**src/rtl/ole_pkg.sv**
```systemverilog
// ----------------------------------------------------------------------------
// ole_pkg
// Shared types and codes for the ordered list engine: operation kinds,
// status codes and the stored value type.
// ----------------------------------------------------------------------------
`default_nettype none

package ole_pkg;

   typedef logic [2:0]        kind_type;
   typedef logic [1:0]        status_type;
   typedef logic signed [31:0] value_type;

   // operation kinds
   localparam kind_type KIND_PUSH_FRONT = 3'd0;
   localparam kind_type KIND_PUSH_BACK  = 3'd1;
   localparam kind_type KIND_INSERT     = 3'd2;
   localparam kind_type KIND_DELETE     = 3'd3;
   localparam kind_type KIND_POP_FRONT  = 3'd4;
   localparam kind_type KIND_POP_BACK   = 3'd5;

   // result status codes
   localparam status_type STATUS_OK    = 2'd0;
   localparam status_type STATUS_EMPTY = 2'd1;
   localparam status_type STATUS_RANGE = 2'd2;
   localparam status_type STATUS_FULL  = 2'd3;

endpackage

`default_nettype wire

```
**src/rtl/ole_store.sv**
```systemverilog
// ----------------------------------------------------------------------------
// ole_store
// Entry memory of the ordered list engine: one write port and one read
// port, read data registered.
// ----------------------------------------------------------------------------
`default_nettype none

module ole_store #(
   parameter int CAPACITY = 64
) (
   input  wire logic                          clock,
   input  wire logic                          wr_en,
   input  wire logic [$clog2(CAPACITY)-1:0]   wr_addr,
   input  wire ole_pkg::value_type            wr_data,
   input  wire logic                          rd_en,
   input  wire logic [$clog2(CAPACITY)-1:0]   rd_addr,
   output ole_pkg::value_type                 rd_data
);

   ole_pkg::value_type mem [CAPACITY];
   ole_pkg::value_type rd_data_ff;

   // write port
   always_ff @(posedge clock) begin
      if (wr_en) begin
         mem[wr_addr] <= wr_data;
      end
   end

   // registered read port
   always_ff @(posedge clock) begin
      if (rd_en) begin
         rd_data_ff <= mem[rd_addr];
      end
   end

   assign rd_data = rd_data_ff;

endmodule

`default_nettype wire

```
**src/rtl/ordered_list_engine.sv**
```systemverilog
// ----------------------------------------------------------------------------
// ordered_list_engine
// Bounded double-ended list of signed 32-bit values kept in one memory.
// ----------------------------------------------------------------------------
// Usage:
//   req_ channel carries one operation word (kind, item_value, position);
//   rsp_ channel returns one result word per operation (status, removed,
//   removed_value, entry_count). Both channels use valid/ready.
//   Entries live in a circular buffer in a single-port-write, single-port-read
//   memory with a head pointer, so the list ends move in one access.
//   Push, unused kinds and errors finish in the decode state; pop front/back
//   waits in S_POP_WAIT for the registered read data. Insert at position p
//   moves the count-p entries from p up one slot, then writes the new value;
//   delete value reads and compares entries from the front, then moves the
//   later entries down one slot. Each move is one memory read plus one write.
//   One operation is worked at a time; the next word is taken as soon as the
//   engine is back idle, even while an earlier result waits on rsp_ready.
//   A stalled receiver holds the result register and the engine waits before
//   loading the next result.
//   Reset empties the list (count and head to zero); memory content is not
//   cleared, no clearing pass is needed.
// ----------------------------------------------------------------------------
`default_nettype none

module ordered_list_engine #(
   parameter int CAPACITY = 64
) (
   input  wire logic                  clock,
   input  wire logic                  reset,
   // request channel
   input  wire logic                  req_valid,
   output logic                       req_ready,
   input  wire ole_pkg::kind_type     req_kind,
   input  wire ole_pkg::value_type    req_item_value,
   input  wire logic [6:0]            req_position,
   // response channel
   output logic                       rsp_valid,
   input  wire logic                  rsp_ready,
   output ole_pkg::status_type        rsp_status,
   output logic                       rsp_removed,
   output ole_pkg::value_type         rsp_removed_value,
   output logic [6:0]                 rsp_entry_count
);

   localparam int AW = $clog2(CAPACITY);
   localparam int CW = $clog2(CAPACITY + 1);
   localparam int PW = (CW > 7) ? CW : 7;

   // sequencer states
   localparam logic [3:0] S_IDLE     = 4'd0;
   localparam logic [3:0] S_DECODE   = 4'd1;
   localparam logic [3:0] S_POP_WAIT = 4'd2;
   localparam logic [3:0] S_INS_RD   = 4'd3;
   localparam logic [3:0] S_INS_WR   = 4'd4;
   localparam logic [3:0] S_INS_PUT  = 4'd5;
   localparam logic [3:0] S_DEL_RD   = 4'd6;
   localparam logic [3:0] S_DEL_CMP  = 4'd7;
   localparam logic [3:0] S_SH_RD    = 4'd8;
   localparam logic [3:0] S_SH_WR    = 4'd9;
   localparam logic [3:0] S_DONE     = 4'd10;

   // logical slot to memory address in the circular buffer
   function automatic logic [AW-1:0] phys(input logic [AW-1:0] h, input logic [CW-1:0] i);
      logic [AW:0] s;
      s = (AW+1)'(h) + (AW+1)'(i);
      if (s >= (AW+1)'(CAPACITY)) begin
         s = s - (AW+1)'(CAPACITY);
      end
      return s[AW-1:0];
   endfunction

   logic [3:0]           state_ff, state_in;
   logic [CW-1:0]        count_ff, count_in;
   logic [AW-1:0]        head_ff, head_in;
   logic [CW-1:0]        idx_ff, idx_in;

   ole_pkg::kind_type    op_kind_ff, op_kind_in;
   ole_pkg::value_type   op_value_ff, op_value_in;
   logic [6:0]           op_pos_ff, op_pos_in;

   ole_pkg::status_type  res_status_ff, res_status_in;
   logic                 res_removed_ff, res_removed_in;
   ole_pkg::value_type   res_value_ff, res_value_in;

   logic                 rsp_valid_ff, rsp_valid_in;
   ole_pkg::status_type  rsp_status_ff, rsp_status_in;
   logic                 rsp_removed_ff, rsp_removed_in;
   ole_pkg::value_type   rsp_value_ff, rsp_value_in;
   logic [6:0]           rsp_count_ff, rsp_count_in;

   logic                 mem_wr_en;
   logic [AW-1:0]        mem_wr_addr;
   ole_pkg::value_type   mem_wr_data;
   logic                 mem_rd_en;
   logic [AW-1:0]        mem_rd_addr;
   ole_pkg::value_type   mem_rd_data;

   logic                 full;
   logic                 empty;
   logic [CW-1:0]        last_idx;
   logic [CW-1:0]        pos_c;
   logic                 pos_bad;
   logic                 req_take;

   ole_store #(
      .CAPACITY (CAPACITY)
   ) u_store (
      .clock   (clock),
      .wr_en   (mem_wr_en),
      .wr_addr (mem_wr_addr),
      .wr_data (mem_wr_data),
      .rd_en   (mem_rd_en),
      .rd_addr (mem_rd_addr),
      .rd_data (mem_rd_data)
   );

   // list status helpers
   assign full     = (count_ff == CW'(CAPACITY));
   assign empty    = (count_ff == '0);
   assign last_idx = count_ff - CW'(1);
   assign pos_c    = CW'(op_pos_ff);
   assign pos_bad  = (PW'(op_pos_ff) > PW'(count_ff));

   assign req_ready = (state_ff == S_IDLE);
   assign req_take  = req_valid && req_ready;

   // sequencer
   always_comb begin
      state_in       = state_ff;
      count_in       = count_ff;
      head_in        = head_ff;
      idx_in         = idx_ff;
      op_kind_in     = op_kind_ff;
      op_value_in    = op_value_ff;
      op_pos_in      = op_pos_ff;
      res_status_in  = res_status_ff;
      res_removed_in = res_removed_ff;
      res_value_in   = res_value_ff;
      rsp_valid_in   = rsp_valid_ff;
      rsp_status_in  = rsp_status_ff;
      rsp_removed_in = rsp_removed_ff;
      rsp_value_in   = rsp_value_ff;
      rsp_count_in   = rsp_count_ff;
      mem_wr_en      = 1'b0;
      mem_wr_addr    = '0;
      mem_wr_data    = op_value_ff;
      mem_rd_en      = 1'b0;
      mem_rd_addr    = '0;

      // receiver takes the pending result word
      if (rsp_valid_ff && rsp_ready) begin
         rsp_valid_in = 1'b0;
      end

      case (state_ff)
         S_IDLE: begin
            if (req_take) begin
               op_kind_in     = req_kind;
               op_value_in    = req_item_value;
               op_pos_in      = req_position;
               res_status_in  = ole_pkg::STATUS_OK;
               res_removed_in = 1'b0;
               res_value_in   = '0;
               state_in       = S_DECODE;
            end
         end

         S_DECODE: begin
            state_in = S_DONE;
            case (op_kind_ff)
               ole_pkg::KIND_PUSH_FRONT: begin
                  if (full) begin
                     res_status_in = ole_pkg::STATUS_FULL;
                  end else begin
                     head_in     = (head_ff == '0) ? AW'(CAPACITY - 1) : head_ff - AW'(1);
                     mem_wr_en   = 1'b1;
                     mem_wr_addr = (head_ff == '0) ? AW'(CAPACITY - 1) : head_ff - AW'(1);
                     count_in    = count_ff + CW'(1);
                  end
               end
               ole_pkg::KIND_PUSH_BACK: begin
                  if (full) begin
                     res_status_in = ole_pkg::STATUS_FULL;
                  end else begin
                     mem_wr_en   = 1'b1;
                     mem_wr_addr = phys(head_ff, count_ff);
                     count_in    = count_ff + CW'(1);
                  end
               end
               ole_pkg::KIND_INSERT: begin
                  if (pos_bad) begin
                     res_status_in = ole_pkg::STATUS_RANGE;
                  end else if (full) begin
                     res_status_in = ole_pkg::STATUS_FULL;
                  end else if (pos_c == count_ff) begin
                     mem_wr_en   = 1'b1;
                     mem_wr_addr = phys(head_ff, count_ff);
                     count_in    = count_ff + CW'(1);
                  end else begin
                     idx_in   = count_ff;
                     state_in = S_INS_RD;
                  end
               end
               ole_pkg::KIND_DELETE: begin
                  if (empty) begin
                     res_status_in = ole_pkg::STATUS_EMPTY;
                  end else begin
                     idx_in   = '0;
                     state_in = S_DEL_RD;
                  end
               end
               ole_pkg::KIND_POP_FRONT: begin
                  if (empty) begin
                     res_status_in = ole_pkg::STATUS_EMPTY;
                  end else begin
                     mem_rd_en   = 1'b1;
                     mem_rd_addr = head_ff;
                     state_in    = S_POP_WAIT;
                  end
               end
               ole_pkg::KIND_POP_BACK: begin
                  if (empty) begin
                     res_status_in = ole_pkg::STATUS_EMPTY;
                  end else begin
                     mem_rd_en   = 1'b1;
                     mem_rd_addr = phys(head_ff, last_idx);
                     state_in    = S_POP_WAIT;
                  end
               end
               default: begin
               end
            endcase
         end

         // popped word is back from memory
         S_POP_WAIT: begin
            res_removed_in = 1'b1;
            res_value_in   = mem_rd_data;
            count_in       = last_idx;
            if (op_kind_ff == ole_pkg::KIND_POP_FRONT) begin
               head_in = phys(head_ff, CW'(1));
            end
            state_in = S_DONE;
         end

         // insert: move entries up one slot, from the back toward position
         S_INS_RD: begin
            mem_rd_en   = 1'b1;
            mem_rd_addr = phys(head_ff, idx_ff - CW'(1));
            state_in    = S_INS_WR;
         end

         S_INS_WR: begin
            mem_wr_en   = 1'b1;
            mem_wr_addr = phys(head_ff, idx_ff);
            mem_wr_data = mem_rd_data;
            idx_in      = idx_ff - CW'(1);
            state_in    = ((idx_ff - CW'(1)) == pos_c) ? S_INS_PUT : S_INS_RD;
         end

         S_INS_PUT: begin
            mem_wr_en   = 1'b1;
            mem_wr_addr = phys(head_ff, pos_c);
            count_in    = count_ff + CW'(1);
            state_in    = S_DONE;
         end

         // delete: scan from the front for the first equal entry
         S_DEL_RD: begin
            mem_rd_en   = 1'b1;
            mem_rd_addr = phys(head_ff, idx_ff);
            state_in    = S_DEL_CMP;
         end

         S_DEL_CMP: begin
            if (mem_rd_data == op_value_ff) begin
               res_removed_in = 1'b1;
               res_value_in   = mem_rd_data;
               if (idx_ff == last_idx) begin
                  count_in = last_idx;
                  state_in = S_DONE;
               end else begin
                  state_in = S_SH_RD;
               end
            end else if (idx_ff == last_idx) begin
               state_in = S_DONE;
            end else begin
               idx_in   = idx_ff + CW'(1);
               state_in = S_DEL_RD;
            end
         end

         // delete: close the gap by moving later entries down one slot
         S_SH_RD: begin
            mem_rd_en   = 1'b1;
            mem_rd_addr = phys(head_ff, idx_ff + CW'(1));
            state_in    = S_SH_WR;
         end

         S_SH_WR: begin
            mem_wr_en   = 1'b1;
            mem_wr_addr = phys(head_ff, idx_ff);
            mem_wr_data = mem_rd_data;
            if ((idx_ff + CW'(1)) == last_idx) begin
               count_in = last_idx;
               state_in = S_DONE;
            end else begin
               idx_in   = idx_ff + CW'(1);
               state_in = S_SH_RD;
            end
         end

         // load the result word once the output register is free
         S_DONE: begin
            if (!rsp_valid_ff || rsp_ready) begin
               rsp_valid_in   = 1'b1;
               rsp_status_in  = res_status_ff;
               rsp_removed_in = res_removed_ff;
               rsp_value_in   = res_value_ff;
               rsp_count_in   = 7'(count_ff);
               state_in       = S_IDLE;
            end
         end

         default: begin
            state_in = S_IDLE;
         end
      endcase
   end

   // control registers
   always_ff @(posedge clock) begin
      if (reset) begin
         state_ff     <= S_IDLE;
         count_ff     <= '0;
         head_ff      <= '0;
         rsp_valid_ff <= 1'b0;
      end else begin
         state_ff     <= state_in;
         count_ff     <= count_in;
         head_ff      <= head_in;
         rsp_valid_ff <= rsp_valid_in;
      end
   end

   // payload registers
   always_ff @(posedge clock) begin
      idx_ff         <= idx_in;
      op_kind_ff     <= op_kind_in;
      op_value_ff    <= op_value_in;
      op_pos_ff      <= op_pos_in;
      res_status_ff  <= res_status_in;
      res_removed_ff <= res_removed_in;
      res_value_ff   <= res_value_in;
      rsp_status_ff  <= rsp_status_in;
      rsp_removed_ff <= rsp_removed_in;
      rsp_value_ff   <= rsp_value_in;
      rsp_count_ff   <= rsp_count_in;
   end

   assign rsp_valid         = rsp_valid_ff;
   assign rsp_status        = rsp_status_ff;
   assign rsp_removed       = rsp_removed_ff;
   assign rsp_removed_value = rsp_value_ff;
   assign rsp_entry_count   = rsp_count_ff;

endmodule

`default_nettype wire
```
**config.mk**
```make
export PLATFORM = sky130hd
export DESIGN_NAME = ordered_list_engine
export DESIGN_NICKNAME = d
export VERILOG_FILES = /design/src/rtl/ole_pkg.sv /design/src/rtl/ole_store.sv /design/src/rtl/ordered_list_engine.sv
export SDC_FILE = /design/constraint.sdc
export NUM_CORES = 2
export LEC_CHECK = 0
export BUFFER_PORTS_ARGS = -buffer_cell sky130_fd_sc_hd__buf_2
export CAP_MARGIN = 10
export CORE_MARGIN = 2
export CORE_UTILIZATION = 55
export DETAILED_ROUTE_END_ITERATION = 6
export PLACE_DENSITY_LB_ADDON = 0.15
export SLEW_MARGIN = 10
export SYNTH_ARGS = -nofsm -noshare
export SYNTH_HDL_FRONTEND = slang
export SYNTH_SLANG_ARGS = --single-unit
```
**constraint.sdc**
```tcl
create_clock -name clock -period 7.5 [get_ports clock]
set_input_delay 2.25 -clock clock [delete_from_list [all_inputs] [get_ports clock]]
set_output_delay 2.25 -clock clock [all_outputs]
set_load 0.1 [all_outputs]
```
## After elaboration in Yosys (flattened, before gate mapping)

Memories as Yosys holds them, arrays and structs flattened. A register that Yosys moved wholly into a read port is not among the register bits.
Index checks and enable logic that the tools add are counted.

| word-level totals | value |
|---|---|
| word-level logic and storage cells | 195 |
| memory bits (writable) | 2,048 |
| register bits | 144 |
| memories | 1 |
| input bits | 46 |

| operators by class | value |
|---|---|
| mux-type cells | 82 |
| order comparisons | 8 |
| reductions and logical operators | 28 |
| equality and inequality tests | 42 |
| add/sub/neg operators | 19 |

Memory list:

| name | depth | width | read ports | clocked after Yosys merged registers in | write ports | line | RTL |
|---|---|---|---|---|---|---|---|
| u_store.mem | 64 | 32 | 1 | 1 | 1 | ole_store.sv:20 | `ole_pkg::value_type mem [CAPACITY];` |

Operators with widths:

| cell | number |
|---|---|
| $mux W6 | 18 |
| $mux W7 | 14 |
| $mux W32 | 3 |
| $pmux W32 S3 | 1 |
| $ge A7 B7 Y1 const B | 7 |
| $sub A6 B1 Y6 const B | 8 |
| $add A6 B7 Y7 | 6 |
| $pmux W4 S10 | 1 |
| $mux W4 | 9 |
| $pmux W6 S3 | 2 |
| $pmux W7 S5 | 1 |
| $eq A32 B32 Y1 | 1 |
| $eq A7 B7 Y1 | 4 |
| $pmux W7 S2 | 2 |
| $pmux W7 S4 | 1 |
| $pmux W6 S2 | 2 |
| $pmux W6 S4 | 1 |
| $ne A3 B3 Y1 const B | 7 |
| $ne A2 B2 Y1 const B | 9 |
| $reduce_and A9 Y1 | 2 |
| $eq A4 B3 Y1 const B | 4 |
| $add A7 B1 Y7 const B | 2 |
| $sub A7 B1 Y7 const B | 2 |
| $mux W1 | 13 |
| 36 further kinds | 59 |

## Logic depth before layout (Yosys ltp)

| logic depth | value |
|---|---|
| depth in word-level cells | 8 |
| gate-level depth with buffers | 18 |
| depth with buffers taken out | 14 |

## Hierarchy

A second synthesis with hierarchy kept.

| unflattened totals | value |
|---|---|
| cells, all modules | 4,347 |
| area total of the unflattened synthesis | 87,998.1 um2 |

By module, submodules not included:

| module | times used | cells each | area each (um2) |
|---|---|---|---|
| ole_store | 1 | 3,511 | 79,359.9 |
| ordered_list_engine | 1 | 836 | 8,638.3 |

## Worst setup path after synthesis

No wires, ideal clock.

| path | value |
|---|---|
| path type | register -> register |
| start point | reg state_ff[0] |
| end point | reg res_removed_ff (enable) |
| buffers on the path | 3 |
| cell stages (with the launch flop) | 8 |
| library setup time | 0.423 ns |
| arrival | 6.654 ns |
| clock period less this slack | 7.077 ns |
| path slack | 0.423 ns |
| data required time | 7.077 ns |
| path through | dfxtp_1 buf_2 clkbuf_1 clkbuf_1 nor4_1 and2_1 nor2_1 nor2_1 |

| on the way | value |
|---|---|
| word-level cells in the longest chain between the ends | 4 |

Ends and longest elaborated chain:

| what | line | RTL |
|---|---|---|
| from (decl) | ordered_list_engine.sv:72 | `logic [3:0] state_ff, state_in;` |
| from (signal assigned) | ordered_list_engine.sv:339 | `state_ff <= state_in;` |
| $logic_not A4 Y1 * | ordered_list_engine.sv:124 | `assign req_ready = (state_ff == S_IDLE);` |
| named net req_ready | ordered_list_engine.sv:32 | `output logic req_ready,` |
| $logic_and A1 B1 Y1 | ordered_list_engine.sv:125 | `assign req_take = req_valid && req_ready;` |
| $ne A2 B1 Y1 (no source line) | n/a |  |
| $reduce_and A3 Y1 (no source line) * | n/a |  |
| to (signal assigned) | ordered_list_engine.sv:353 | `res_removed_ff <= res_removed_in;` |
| to (decl) | ordered_list_engine.sv:82 | `logic res_removed_ff, res_removed_in;` |

The timed path passes the listed nets; every way through them passes the cells marked *.
A chain may end at the register's enable or synchronous reset.

## Worst setup path after layout

| path | value |
|---|---|
| start point | reg state_ff[0] |
| end point | reg u_store.rd_data_ff[21] (netlist: u_store.rd_data[21]), read port of u_store.mem (data pin) |

| on the way | value |
|---|---|
| word-level cells in the longest chain between the ends | 3 |

Ends and longest elaborated chain:

| what | line | RTL |
|---|---|---|
| $eq A4 B4 Y1 (tied with other cells) | ordered_list_engine.sv:155 | `case (state_ff)` |
| $reduce_or A3 Y1 (no source line) | n/a |  |
| $pmux W1 S2 | ordered_list_engine.sv:155 |  |
| to (decl) | ole_store.sv:21 | `ole_pkg::value_type rd_data_ff;` |

Parallel ways exist; a longest one is shown, timed or not.

==> flow_summary.toml <==
[detailed_routing]
ant_nets = 0
drt-total-wl_um = 261000
drc = 0
wl_per_cell_um = 31.6
via_per_inst = 6.54
vias = 53913
drt_iter0_drc = 7604
drtPass1Iterations = 6

[clocking]
h-tree-depth = 4
clockRootBuffer = "clkbuf_16"
clk_pin_slew_ns = 0.07
cts_tree = "built"
cts_max_path_buffers = 3
postCtsResizedCells = 0
cts_hold_buf = 0
numCtsBuffers = 217
postCtsSetupRepairBufs = 0
clock_latency_ns = 0.87
cts_num_sinks = 2224

[global_route]
grt_use_total_pct = 31.5
met2_usage_pct = 49.0
grt_pass1_wl_um = 369000
antenna_found_initial = 12
overflow = 0
grt-busiest-layer = "met2"
grt_max_degree = 156
grtUsageMet3_pct = 6.33
met1_usage_pct = 43.5
grt_pass1_vias = 51188

[worst_setup_path]
startpoint_type = "flip-flop"
path_max_fanout = 50
timing.rr.start = "state_ff[0]"
crit_path_end_kind = "flip-flop"
critPathKind = "flip-flop to flip-flop"
crit_arrival_ns = 6.82
cp.required_ns = 8.08
crit_start = "state_ff[0]"

[synth]
synth_nets = 5867
synth.avg_cell_area_um2 = 15.4
syn_area_um2 = 88800
synth_cell_types = 76
yosys.area.top_type = "edfxtp_1"
synthDominantCellAreaShare_pct = 74.6
synth-async-reset-ratio_pct = 0
yosys-top-cells-area = "edfxtp_1, nand2_1, a21oi_1, mux2i_1, a22oi_1"
yosysMostFrequentCell = "edfxtp_1"
synth_common_cells = "edfxtp_1, nand2_1, a21oi_1, clkbuf_1, mux2i_1"
seq_area_frac_synth_pct = 75.0
ys.flop_type = "edfxtp_1"
synth-edff-count = 2206
ys_warn_count = 0
syn-instance-count = 5776
synth_seq_cells = 2224

[outcome]
status = "finished, final reports clean"

[min_path]
hold_start = "res_value_ff[29]"
hp-class = "flip-flop to flip-flop"

[sta]
report.final.hold_viol_count = 0
fmax_ghz = 0.160
setup-violations-final = 0
worstMarginPinSlew_ns = 1.32
relSlewSlack_pct = 11.7
fin_tns_setup_ns = 0
layout_setup_ws_ns = 1.27
slew_viol_final = 0
whs_ns = 0.416
min_period_ns = 6.23
rsz0062_at_grt = "no"
finClkSkew_ns = 0.0542
period_share_pct = 83.1

[placement]
globalplace.congestion = 0.929
place_hpwl_um = 151000
io_buffers = 89
place_inst = 7841
dp_slack_ns = 1.33

[final_layout]
stdcell_count = 8241
fill_cells = 11664
syn_to_final_growth_pct = 12.1
nets = 5992
drive_gt1_share_pct = 13.1

[power_and_ir_drop]
peakVddDrop_uv = 350
power_mw = 36.6
power.leakage_nw = 32.7
p_per_area_nw_per_um2 = 367

[die]
die_area_um2 = 165000
fp.coreArea_um2 = 161000
rows = 147
die_x_um = 406
die_h_um = 406
initial_core_util_pct = 55.3
io_pins = 90

[flow_run]
drv_cap = 0
[power by group]
part / switching (mW) / leakage, nW / total, mW / internal [mW]
clock: 4.66 / 3.24 / 10.3 / 5.62
sequential: 0.437 / 20.0 / 15.7 / 15.2
combinational: 7.44 / 9.41 / 10.7 / 3.22
[stage by stage]
stage,cell area (um^2),utilization (%)
finish,99600,62.0
global route,99600,62.0
CTS,99600,62.0
detailed placement,92900,57.9
global placement,92900,57.9
floorplan,88800,-
[per-layer routing]
metal,wire length [um],part of all wire (%)
met1,99500,38
met2,122000,47
met3,27300,10
met4,12100,4.6
met5,73,0.028
[sequential cells by signal, indices dropped and copies added, names as in the netlist]
| name | cells |
|---|---|
| count_ff | 7 |
| head_ff | 6 |
| idx_ff | 7 |
| op_kind_ff | 3 |
| op_pos_ff | 7 |
| op_value_ff | 32 |
| res_removed_ff | 1 |
| res_status_ff | 2 |
| res_value_ff | 32 |
| rsp_entry_count | 7 |
| rsp_removed | 1 |
| rsp_removed_value | 32 |
| rsp_status | 2 |
| rsp_valid | 1 |
| state_ff | 4 |
| u_store.mem | 2048 |
| u_store.rd_data | 32 |
[layout by cell type, fill, tap and decap left out, types with 13 or more instances in the layout]
cell type | Yosys | final
clkinv_1 | 0 | 72
buf_4 | 20 | 176
a31oi_1 | 68 | 63
clkbuf_1 | 205 | 45
nor4_1 | 37 | 37
nand2_1 | 942 | 940
mux4_2 | 64 | 64
o22ai_1 | 37 | 37
buf_2 | 128 | 89
and2_1 | 39 | 38
nand3_1 | 22 | 20
a32o_1 | 64 | 64
a32oi_1 | 63 | 63
nor2_1 | 117 | 50
ha_1 | 40 | 40
mux2i_1 | 204 | 204
nor3_1 | 17 | 15
nor2_4 | 0 | 67
nor2b_1 | 16 | 16
edfxtp_1 | 2206 | 2206
a21oi_1 | 613 | 612
a22o_1 | 97 | 97
clkbuf_16 | 0 | 218
xor2_1 | 19 | 19
nand4_1 | 16 | 16
o21ai_0 | 22 | 22
a221oi_1 | 69 | 69
nor4b_2 | 0 | 23
mux2_2 | 37 | 34
o22a_1 | 63 | 63
o31a_1 | 32 | 32
dfxtp_1 | 18 | 18
nand2b_1 | 13 | 13
inv_1 | 24 | 24
buf_12 | 0 | 24
xnor2_1 | 64 | 64
clkinv_2 | 0 | 34
a22oi_1 | 195 | 195
[worst max-delay path, cell delays in order (launching register included)]
cell,delay (ns)
dfxtp_1,0.59
nor4b_4,0.74
xnor2_1,0.23
inv_1,0.08
fa_1,0.54
nor2_1,0.05
a22oi_1,0.36
o221a_4,0.86
buf_4,0.70
a21oi_1,0.12
a22oi_1,0.25
o22a_1,0.28
a31oi_1,0.40
nor4_1,0.62
[logic make-up (layout without fill, tap and decap cells)]
family | after synthesis | in the layout | share of synthesized area [%]
AO/OA/AOI/OAI | 1405 | 1405 | 10.7
flip-flops | 2224 | 2224 | 75.0
buffers and inverters | 408 | 709 | 2.01
AND/OR/NAND/NOR | 1301 | 1301 | 6.32
XOR/XNOR | 88 | 88 | 0.945
multiplexers | 305 | 305 | 4.39
adder cells (fa/ha/maj) | 45 | 45 | 0.676
other | 0 | 4 | 0
[layout make-up]
type	count	area [um^2]	area share, %
antenna	4	10.0	0.0100
clock buffer	265	5650	5.67
clock inverter	130	998	1.00
inverter	24	90.1	0.0904
multi-input combinational	3144	21300	21.4
sequential	2224	66600	66.9
tap	2160	2700	2.71
timing repair buffer	290	2250	2.26
[path summary, 6_finish.rpt]
| kind | to | slack [ns] | depth (start not counted) |
|---|---|---|---|
| worst min register to register | rsp_removed_value[29] | 0.42 | 0 |
| worst max register to register | u_store.rd_data[21] | 1.27 | 13 |
| worst max-delay path | u_store.rd_data[21] | 1.27 | 13 |
| worst min-delay path | rsp_removed_value[29] | 0.42 | 0 |
Note: power is estimated with default switching activity, not from simulation.
